`src/rtl/feedback_decoder_belief_partition_unit_macros.svh`:
```
// Assertion macros for the RTL of the decoder unit.
`ifndef FEEDBACK_DECODER_BELIEF_PARTITION_UNIT_MACROS_SVH
`define FEEDBACK_DECODER_BELIEF_PARTITION_UNIT_MACROS_SVH

// Checks that a condition implies a consequence in the same cycle.
`define FDBP_ASSERT_IMPL(label, clk, rst_n, cond, cons, msg) \
  label: assert property (@(posedge clk) disable iff (!rst_n) (cond) |-> (cons)) \
    else $error(msg);

// Checks that a condition implies a consequence in the next cycle.
`define FDBP_ASSERT_NEXT(label, clk, rst_n, cond, cons, msg) \
  label: assert property (@(posedge clk) disable iff (!rst_n) (cond) |=> (cons)) \
    else $error(msg);

`endif

```
`src/rtl/fdbp_divider.sv`:
```
// ----------------------------------------------------------------------------
// fdbp_divider
// Restoring divider, one quotient bit per cycle: floor(num * 2^F / den).
// ----------------------------------------------------------------------------
module fdbp_divider #(
  parameter int NUM_W = 48,
  parameter int FRAC = 24
) (
  input  logic             clk,
  input  logic             rst_n,
  input  logic             start,
  input  logic [NUM_W-1:0] num,
  input  logic [NUM_W-1:0] den,
  output logic             done,
  output logic [FRAC:0]    quot
);
  localparam int STEPS = NUM_W + FRAC;
  localparam int CNT_W = $clog2(STEPS + 1);

  logic [NUM_W+FRAC-1:0] sh_r, sh_nxt;
  logic [NUM_W:0]        rem_r, rem_nxt;
  logic [NUM_W-1:0]      den_r;
  logic [CNT_W-1:0]      cnt_r, cnt_nxt;
  logic                  busy_r, busy_nxt;
  logic [NUM_W:0]        trial;

  always_comb begin
    sh_nxt = sh_r;
    rem_nxt = rem_r;
    cnt_nxt = cnt_r;
    busy_nxt = busy_r;
    trial = {rem_r[NUM_W-1:0], sh_r[NUM_W+FRAC-1]};
    if (start) begin
      sh_nxt = {num, {FRAC{1'b0}}};
      rem_nxt = '0;
      cnt_nxt = CNT_W'(STEPS);
      busy_nxt = 1'b1;
    end else if (busy_r) begin
      if (trial >= {1'b0, den_r}) begin
        rem_nxt = trial - {1'b0, den_r};
        sh_nxt = {sh_r[NUM_W+FRAC-2:0], 1'b1};
      end else begin
        rem_nxt = trial;
        sh_nxt = {sh_r[NUM_W+FRAC-2:0], 1'b0};
      end
      cnt_nxt = cnt_r - 1'b1;
      if (cnt_r == CNT_W'(1)) begin
        busy_nxt = 1'b0;
      end
    end
  end

  always_ff @(posedge clk) begin
    if (!rst_n) begin
      busy_r <= 1'b0;
      cnt_r <= '0;
    end else begin
      busy_r <= busy_nxt;
      cnt_r <= cnt_nxt;
    end
    sh_r <= sh_nxt;
    rem_r <= rem_nxt;
    if (start) begin
      den_r <= den;
    end
  end

  assign done = busy_r && (cnt_r == CNT_W'(1));
  assign quot = sh_nxt[FRAC:0];
endmodule

```
`config.mk`:
```
export PLATFORM = sky130hd
export DESIGN_NAME = fdbp_divider
export DESIGN_NICKNAME = d
export VERILOG_FILES = /design/src/rtl/feedback_decoder_belief_partition_unit_macros.svh /design/src/rtl/fdbp_divider.sv
export SDC_FILE = /design/constraint.sdc
export NUM_CORES = 1
export LEC_CHECK = 0
export ABC_CLOCK_PERIOD_IN_PS = 3700
export BUFFER_PORTS_ARGS = -buffer_cell sky130_fd_sc_hd__buf_2
export CORE_MARGIN = 5
export CORE_UTILIZATION = 45
export CTS_BUF_LIST = sky130_fd_sc_hd__clkbuf_8
export DETAILED_ROUTE_END_ITERATION = 8
export GPL_ROUTABILITY_DRIVEN = 0
export PLACE_DENSITY_LB_ADDON = 0.12
export SLEW_MARGIN = 20
export SYNTH_ARGS = -nofsm -noshare
export SYNTH_HDL_FRONTEND = slang
export SYNTH_SLANG_ARGS = --single-unit
export TNS_END_PERCENT = 10
```
`constraint.sdc`:
```
create_clock -name clk -period 3.7 [get_ports clk]
set_input_delay 0.74 -clock clk [delete_from_list [all_inputs] [get_ports clk]]
set_output_delay 0.74 -clock clk [all_outputs]
set_load 0.05 [all_outputs]
```
# Word level (Yosys, flattened, before mapping)
# Index checks and enable logic that the tools add are counted.
# Widths: inputs -> output; s select.
# word_totals
out_inout_bits	26
inputBits	99
ff_bits	176
wordCells	24
# op_classes
n_bitwise	1
reduce_logical	3
magnitude_cmp	1
add_sub_neg	2
muxes	9
eq_ne	1
# ops
op	n
$mux 72	2
$ge 49x48->1	1
$mux 48	1
$sub 48x48->48	1
$mux 7	2
$eq 7x1->1 const B	1
$sub 7x1->7 const B	1
$mux 1	4
$reduce_bool 2->1	1
$reduce_or 2->1	1
$logic_and 1x1->1	1
$not 1->1	1

# Longest topological paths before layout
# Gate-level depths: netlist of run 1.
# logic_depth
depth_word	4
ltp_mapped	14
mapped_depth_nobuf	12

# Least setup slack after synthesis of run 1
# OpenSTA, ideal clock, no wires.
# synth_path
path_kind	reg-to-output
from	register den_r[24]
to	output quot[0]
slack_ns	0.132
path_stages_with_launch	15
t_required_ns	2.960
n_path_buf	4
t_arrival_ns	2.828
path_cell_list	edfxtp_1 -> inv_1 -> ha_1 -> buf_2 -> and4_1 -> and2_1 -> a221oi_1 -> o21bai_2 -> a31oi_4 -> o21ba_4 -> o41a_4 -> buf_6 -> buf_6 -> a211oi_1 -> buf_4
# synth_between
elab_chain_len	4
# synth_lines
element	line_no	source
start, declared	fdbp_divider.sv:22	logic [NUM_W-1:0] den_r;
start signal, assigned	fdbp_divider.sv:64	den_r <= den;
$ge 49x48->1	fdbp_divider.sv:39	if (trial >= {1'b0, den_r}) begin
$mux 1	fdbp_divider.sv:39	
$mux 72	fdbp_divider.sv:38	end else if (busy_r) begin
$mux 72	fdbp_divider.sv:33	if (start) begin
end, declared	fdbp_divider.sv:15	output logic [FRAC:0] quot
# Every way passes these cells. The select of a mux whose other input is x is not followed.

# Worst setup path in the final report of run 1
# layout_path
from	register den_r[8]
to	output quot[0]
# Same word-level chain as after synthesis.

==> out/qor.yml, run 1 <==
p_comb_share_pct: 26.8
avgViaCountPerCell: 5.56
worst_slack_ns: 0.0125
yosys.area.top_type: "edfxtp_1"
layout.area.seq_um2: 4480
cpPeakStageDelay_ns: 0.37
clk_pin_slew_ns: 0.11
maxSlewViolCount: 0
setup-violations-final: 0
synth_area_leaders: "edfxtp_1 (28%), dfxtp_1 (16%), ha_1 (6.2%)"
powerDensity_nw_per_um2: 426
clk_path_buf_depth: 2
cts_buffers: 17
tightestPinTransition_ns: 0.862
p_sw_share_pct: 33.6
nFillCells: 2023
finalCritPeriodShare_pct: 99.7
leakagePower_nw: 4.91
cp.required_ns: 2.96
grt_usage_pct: 19.0
htree_levels: 4
grt_setup_unrepaired: "true"
fin_skew_ns: 0.0193
worstPathArrival_ns: 2.95
syn_area_um2: 10100
path_buf_inv: 2
drtPass1Iterations: 5
core.rowCount: 54
start_kind: "flop"
dp_hpwl_um: 17200
drtIter0Drc: 499
ys_warn_count: 0
drc: 0
die_area_um2: 25600
power_frac_seq_pct: 46.5
grt_overflow_total: 0
via_count: 8037
maxSlewHeadroom_pct: 42.6
ys.flop_type: "edfxtp_1"
p_sw_w: 0.00166
cts_hold_buf: 0
antenna_found_initial: 0
core_area_um2: 22000
async_reset_ff_share_pct: 0
cts_sinks: 176
synth_fp_nets: 1197
holdWs_ns: 0.434
crit_type: "reg -> out"
start_util_pct: 46.1
p_int_w: 0.00329
synth_seq_cells: 176
ant_nets: 0
synth_cell_types: 71
synth_edf_count: 95
antennaDiodeCount: 0
worst_hold_path_type: "in -> reg"
multi_input_area_um2: 5140
maxCapViolations: 0
cts_root_buf: "clkbuf_8"
tritoncts: "done"
report.final.hold_viol_count: 0
fmax_mhz: 271
fin_crit_ns: 3.69
status: "finished, final reports clean"
io_buffers: 124
cp_max_fo: 5
io_pins: 125
vdd.ir_drop.worst_mv: 0.217
wl_per_cell_um: 17.0
routed_wl_um: 24600
syn_avg_cell_area_um2: 9.66
die_h_um: 160
end_kind: "output pin"
drive_gt1_share_pct: 22.6
clock_power_share_pct: 26.7
synth.yosys.seq_area_share_pct: 44.2
syn_inst: 1047
grt_pass1_wl_um: 40400
slowest_stage: "o41a_4"
crit_family: "compound AO/OA/AOI/OAI gates"
syn2layout_area_growth_pct: 15.0
synth_top_area_share_pct: 28.2
grt_max_degree: 96
dieWidth_um: 160
fin_nets: 1303
grt_pass1_vias: 7833
clk_latency_ns: 0.47
fin_util_pct: 53.0
path_cells: "inv_1 > ha_4 > and3_4 > nand4_1 > nor2_2 > a211o_2 > a31oi_4 > o21ba_4 > o41a_4 > a211oi_4 > buf_6"
dpl_worst_slack_ns: 0.0954
## state kept, by name, summed over array words and instances (netlist names)
register and cells:
busy_r 1, cnt_r 7, den_r 48, rem_r 48, sh_r 72
## stage by stage
step           area [µm²]  TNS (ns)  instances  total power, W
2_1_floorplan       10100         0       1047         0.00323
3_3_place_gp        10900         0       1403         0.00357
3_5_place_dp        10900         0       1403         0.00357
4_1_cts             11600  -0.00717       1444         0.00498
5_1_grt             11600    -0.130       1446         0.00523
6_report            11600         0       1446         0.00495
## area by class of cell
cell class | count | area share [%]
clock inverters | 15 | 1.30
flip-flops and latches | 176 | 38.5
clock buffers | 17 | 2.01
well taps | 280 | 3.01
multi-input cells | 722 | 44.2
inverters | 63 | 2.03
repair buffers | 173 | 8.92
## per-layer routing
metal  wire length [µm]  GRT usage (%)  vias to the layer above
met5                  0              0                        -
met1              12300           28.0                     3817
met3               1160           3.71                       17
met4                228           4.30                        0
met2              10900           29.2                      192
li1                   -              -                     4011
## power groups by stage
stage                     clock network (W)  logic, W  registers (W)
after floorplan                           0  0.000917        0.00231
after global placement                    0   0.00124        0.00234
after detailed placement                  0   0.00123        0.00234
after CTS                           0.00137   0.00131        0.00231
after global routing                0.00144   0.00147        0.00232
final                               0.00132   0.00133        0.00231
## kinds of logic after synthesis
logic type | share of synthesized area (%)
and+or+nand+nor | 13.4
DFF | 44.2
xor gates and xnor gates | 4.16
buffers and inverters | 7.19
muxes | 2.88
adders and majority gates | 6.38
AOI/OAI and AO/OA | 21.7
## worst paths after layout
kind	start	endpoint	slack (ns)	cells after the start
worst min register to register	rem_r[34]$_SDFFE_PP0P_	rem_r[35]$_SDFFE_PP0P_	0.51	2
worst max-delay path	den_r[8]$_DFFE_PP_	quot[0]	0.01	11
worst max register to register	den_r[24]$_DFFE_PP_	rem_r[27]$_SDFFE_PP0P_	0.37	13
worst min-delay path	den[13]	den_r[13]$_DFFE_PP_	0.43	1
## synthesized netlist by cell type (6+ instances only)
master and number:
nor2_1 99, and3_1 9, buf_6 8, nand3_1 20, ha_1 50, nand4_1 16
nor3_1 9, clkbuf_1 38, edfxtp_1 95, a311oi_1 19, buf_2 11, nand2_1 121
a21boi_0 6, a22o_1 47, a21o_1 18, o211ai_1 7, inv_1 63, xnor2_1 26
a31oi_1 7, a211oi_1 14, buf_4 25, and2_1 14, xor2_1 22, a21oi_1 59
mux2i_1 28, a311oi_2 10, o21a_1 8, o21ai_0 31, a221o_1 9, dfxtp_1 81
## cell usage in the layout, fill, tap and decap left out, types with 16 or more instances in the layout
| master | synthesis | routed |
|---|---|---|
| buf_2 | 11 | 122 |
| nand2_1 | 121 | 121 |
| nor2_1 | 99 | 97 |
| edfxtp_1 | 95 | 95 |
| dfxtp_1 | 81 | 80 |
| inv_1 | 63 | 62 |
| a21oi_1 | 59 | 59 |
| a22o_1 | 47 | 47 |
| buf_4 | 25 | 46 |
| ha_1 | 50 | 34 |
| o21ai_0 | 31 | 31 |
| mux2i_1 | 28 | 28 |
| xnor2_1 | 26 | 26 |
| xor2_1 | 22 | 22 |
| nand3_1 | 20 | 20 |
| a311oi_1 | 19 | 19 |
| a21o_1 | 18 | 18 |
| clkbuf_8 | 0 | 17 |
| nand4_1 | 16 | 16 |
## timing repair
| item | CTS | global route |
|---|---|---|
| gates resized for setup | 35 | 3 |
| buffers inserted | 9 | 1 |
| pin swaps | 16 | 3 |
| setup endpoints to repair | 1 | 1 |
(Power assumes the default switching activity.)
==> run 2, diff against run 1 <==
BUFFER_PORTS_ARGS = default   (was -buffer_cell sky130_fd_sc_hd__buf_2)
DONT_BUFFER_PORTS = 1   (was default)
==> run 2 against run 1 <==
- core utilization decreased by 3.0 points
- fmax increased by 0.88%
- first-iteration DRC count increased by 26%
- final cell count decreased by 9.3%
- power increased by 1.9%
- clock power increased by 15%
- register-to-register slack improved by 0.05 ns
- sequential share of layout area increased by 2.3 points
- via count decreased by 6.1%
- critical endpoint unchanged
- largest cell class unchanged
==> out/qor.yml, run 2 (same netlist as run 1, synthesis figures left out) <==
status: "finished, final reports clean"
path_buf_inv: 2
crit_type: "reg -> out"
layout_commonest_cell: "nand2_1"
start_util_pct: 46.1
cp.required_ns: 2.96
largest_reg_flops: 72
critical_path_depth: 11
routed_wl_um: 24200
core_area_um2: 22000
antennaDiodeCount: 0
slowest_stage: "ha_2"
fmax_mhz: 274
fin_skew_ns: 0.0182
clk_path_buf_depth: 2
reg.largest.list: "sh_r (72), den_r (48), rem_r (48)"
tightestPinTransition_ns: 0.995
powerDensity_nw_per_um2: 460
drtPass1Iterations: 5
fin_nets: 1169
syn2layout_area_growth_pct: 8.56
cpPeakStageDelay_ns: 0.39
end_kind: "output pin"
met2_length_um: 10700
core.rowCount: 54
holdWs_ns: 0.353
cts_buffers: 17
drtIter0Drc: 628
cts_sinks: 176
start_kind: "flop"
clk_latency_ns: 0.47
grt_usage_pct: 18.7
wl_per_cell_um: 18.4
routed.top_layer: "met4"
final_cells: 1312
io_pins: 125
worstRegToRegCells: 12
grt_max_degree: 164
clk_pin_slew_ns: 0.11
drive_gt1_share_pct: 13.5
io_buffers: 0
top_register: "sh_r"
worst_hold_path_type: "in -> reg"
leakagePower_nw: 4.34
total_power_w: 0.00505
maxSlewHeadroom_pct: 33.2
htree_levels: 4
dp_hpwl_um: 16600
worstPathArrival_ns: 2.92
min_path_cells: 0
drc: 0
dpl_worst_slack_ns: 0.229
vdd.ir_drop.worst_mv: 0.235
grt_setup_unrepaired: "true"
cts_root_buf: "clkbuf_8"
grt_pass1_vias: 7373
wl_met3_um: 1400
tritoncts: "done"
fin_crit_ns: 3.66
dieWidth_um: 160
layout_common_cells: "nand2_1 (121), nor2_1 (96), edfxtp_1 (95)"
crit_family: "compound AO/OA/AOI/OAI gates"
setup-violations-final: 0
finalCritPeriodShare_pct: 98.8
met1Wirelength_um: 11800
worst_slack_ns: 0.0448
path_cells: "inv_1 > ha_2 > nand2_1 > o21ai_2 > a221oi_1 > o21bai_2 > a31oi_4 > o21ba_4 > o41a_4 > a211oi_2 > buf_6"
cp_max_fo: 8
grt_pass1_wl_um: 39300
antenna_found_initial: 0
maxCapViolations: 0
placed_cells: 1261
avgViaCountPerCell: 5.75
ant_nets: 0
report.final.hold_viol_count: 0
die_h_um: 160
via_count: 7549
cts_hold_buf: 0
maxSlewViolCount: 0
grt_overflow_total: 0
die_area_um2: 25600
## run 2: changes by cell type in the layout (fill, tap and decap cells not counted), sizes merged
cell / delta
clkinvlp: -2
clkinv: -6
bufinv: +4
buf: -134
inv: +4
## run 2: what timing repair did
action / in CTS / in global routing
setup endpoints to repair: 1 / 1
buffers inserted: 11 / 8
pin swaps: 14 / 13
resized for setup: 39 / 9
## run 2: report_power, final
group          internal [W]  switching (W)  leakage [nW]  total (W)
Combinational      0.000521       0.000701          2.49    0.00122
Clock              0.000726       0.000792         0.232    0.00152
Sequential          0.00222      0.0000899          1.63    0.00231
## run 2: cell type report
cell class / instances / area [µm²]
inverters: 63 / 236
fillers: 2023 / 11000
repair buffers: 39 / 297
multi-input cells: 722 / 5170
clock buffers: 17 / 234
well taps: 280 / 350
clock inverters: 15 / 209
flip-flops and latches: 176 / 4480
## run 2: final timing paths
path                           from                endpoint  slack [ns]
max reg2reg      sh_r[71]$_DFFE_PP_  rem_r[38]$_SDFFE_PP0P_        0.42
min reg2reg  rem_r[34]$_SDFFE_PP0P_  rem_r[35]$_SDFFE_PP0P_        0.51
max             den_r[15]$_DFFE_PP_                 quot[0]        0.04
min                         den[41]     den_r[41]$_DFFE_PP_        0.35
## run 2: per-layer routing
layer / track usage, % / vias to the layer above
li1: - / 3734
met1: 27.0 / 3577
met2: 28.6 / 219
met3: 4.33 / 19
met4: 4.54 / 0
met5: 0 / -
## run 2: stage by stage
| stage | TNS (ns) | utilization (%) | area (µm²) |
|---|---|---|---|
| after floorplan | 0 | - | 10100 |
| after global placement | 0 | 46.2 | 10100 |
| after detailed placement | 0 | 46.2 | 10100 |
| after CTS | 0 | 49.6 | 10900 |
| after global routing | -0.0936 | 50.0 | 11000 |
| final | 0 | 50.0 | 11000 |
==> run 3, diff against run 2 <==
CORE_UTILIZATION = 55   (was 45)
==> run 3 against run 2 <==
- wire length decreased by 3.5%
- fmax increased by 0.24%
- core utilization increased by 11 points
- via count increased by 1.3%
- count of clock-buffer cells in the layout unchanged
- clock skew decreased by 0.0043 ns
==> out/qor.yml, run 3 (same netlist as run 1, synthesis figures left out) <==
die_area_um2: 21200
met3_usage_pct: 4.92
dieWidth_um: 146
drc: 0
placed_cells: 1206
fin_crit_ns: 3.65
p_int_w: 0.00327
cts_root_buf: "clkbuf_8"
power_frac_seq_pct: 47.6
powerDensity_nw_per_um2: 443
status: "finished, final reports clean"
top_register: "sh_r"
antenna_found_initial: 0
die_h_um: 146
largest_reg_flops: 72
fin_util_pct: 60.9
leakagePower_nw: 4.33
final_cells: 1265
grt.busiest_layer: "met2"
maxSlewViolCount: 0
dpl_worst_slack_ns: 0.256
grt_overflow_total: 0
tritoncts: "done"
layout_common_cells: "nand2_1 (121), nor2_1 (96), edfxtp_1 (95)"
r2r-start: "sh_r[71]$_DFFE_PP_"
maxSlewHeadroom_pct: 33.6
tightestPinTransition_ns: 0.989
crit_type: "reg -> out"
layout_commonest_cell: "nand2_1"
fmax_mhz: 274
worstPathArrival_ns: 2.91
cts_sinks: 176
p_sw_share_pct: 32.7
cts_hold_buf: 0
io_buffers: 0
grt_util_met1_pct: 30.8
finalCritPeriodShare_pct: 98.6
htree_levels: 4
drtPass1Iterations: 5
core.rowCount: 49
p_sw_w: 0.00159
clk_latency_ns: 0.47
p_comb_share_pct: 25.7
clock_power_share_pct: 26.7
clk_pin_slew_ns: 0.11
vdd.ir_drop.worst_mv: 0.296
grt_max_degree: 164
antennaDiodeCount: 0
grt_setup_unrepaired: "true"
use_met2_pct: 32.6
grt_pass1_wl_um: 37700
grt_usage_pct: 21.4
cp_max_fo: 10
cp.required_ns: 2.96
wl_per_cell_um: 18.5
min_from: "den[13]"
start_kind: "flop"
cts_buffers: 17
avgViaCountPerCell: 6.04
maxCapViolations: 0
worst_slack_ns: 0.0536
syn2layout_area_growth_pct: 8.53
start_util_pct: 56.1
core_area_um2: 18000
fin_nets: 1173
dp_hpwl_um: 16000
grt_pass1_vias: 7344
ant_nets: 0
io_pins: 125
via_count: 7646
drtIter0Drc: 539
clk_path_buf_depth: 2
cp-startpoint: "den_r[42]$_DFFE_PP_"
fin_skew_ns: 0.0139
report.final.hold_viol_count: 0
setup-violations-final: 0
nFillCells: 1508
end_kind: "output pin"
worst_hold_path_type: "in -> reg"
reg.largest.list: "sh_r (72), den_r (48), rem_r (48)"
drive_gt1_share_pct: 14.3
routed_wl_um: 23400
-- run 3: changes by cell type in the layout (fill, tap and decap cells not counted), sizes merged --
| cell | delta |
|---|---|
| bufinv | -4 |
| clkinv | +4 |
| inv | -2 |
| buf | +4 |
| clkinvlp | +2 |
-- run 3: worst max-delay path: stages, from the launching register on --
cell and delay (ns):
edfxtp_1 0.34, inv_1 0.05, ha_2 0.42, and3_4 0.23
nand3_1 0.12, or2_2 0.35, o41a_4 0.49, a211oi_2 0.24
buf_6 0.19
-- run 3: final cells by class --
class	instances	area, µm²	share of cell area [%]
Tap cell	229	287	2.61
Sequential cell	176	4480	40.8
Clock buffer	17	234	2.13
Timing Repair Buffer	43	339	3.09
Clock inverter	15	159	1.45
Inverter	63	236	2.15
Multi-Input combinational cell	722	5240	47.8
-- run 3: power groups by stage --
stage | clock network [W] | registers [W] | logic, W
5_1_grt | 0.00143 | 0.00233 | 0.00137
6_report | 0.00130 | 0.00231 | 0.00125
4_1_cts | 0.00135 | 0.00231 | 0.00121
3_3_place_gp | 0 | 0.00234 | 0.00108
2_1_floorplan | 0 | 0.00231 | 0.000917
3_5_place_dp | 0 | 0.00234 | 0.00108
-- run 3: final timing paths --
check	endpoint	slack, ns	cells past startpoint
max reg2reg	rem_r[38]$_SDFFE_PP0P_	0.40	12
max	quot[0]	0.05	8
min reg2reg	cnt_r[1]$_SDFFE_PP0P_	0.50	2
min	den_r[13]$_DFFE_PP_	0.36	0
-- run 3: stage by stage --
step	total power [W]	TNS [ns]	instance area, µm²	hold slack, ns
final	0.00486	0	11000	0.356
after global routing	0.00513	-0.115	11000	0.296
after CTS	0.00487	0	10900	0.312
after detailed placement	0.00343	0	10100	0.490
after global placement	0.00342	0	10100	0.486
after floorplan	0.00323	0	10100	0.468
-- run 3: routing by layer --
metal / vias to the layer above / routed length, µm
met1: 3606 / 11000
li1: 3743 / -
met5: - / 0
met2: 265 / 10600
met3: 32 / 1420
met4: 0 / 381
-- run 3: timing repair --
item	CTS	global route
pin swaps	22	7
setup buffers	24	3
gates resized for setup	49	8
endpoints found under the setup margin	1	1
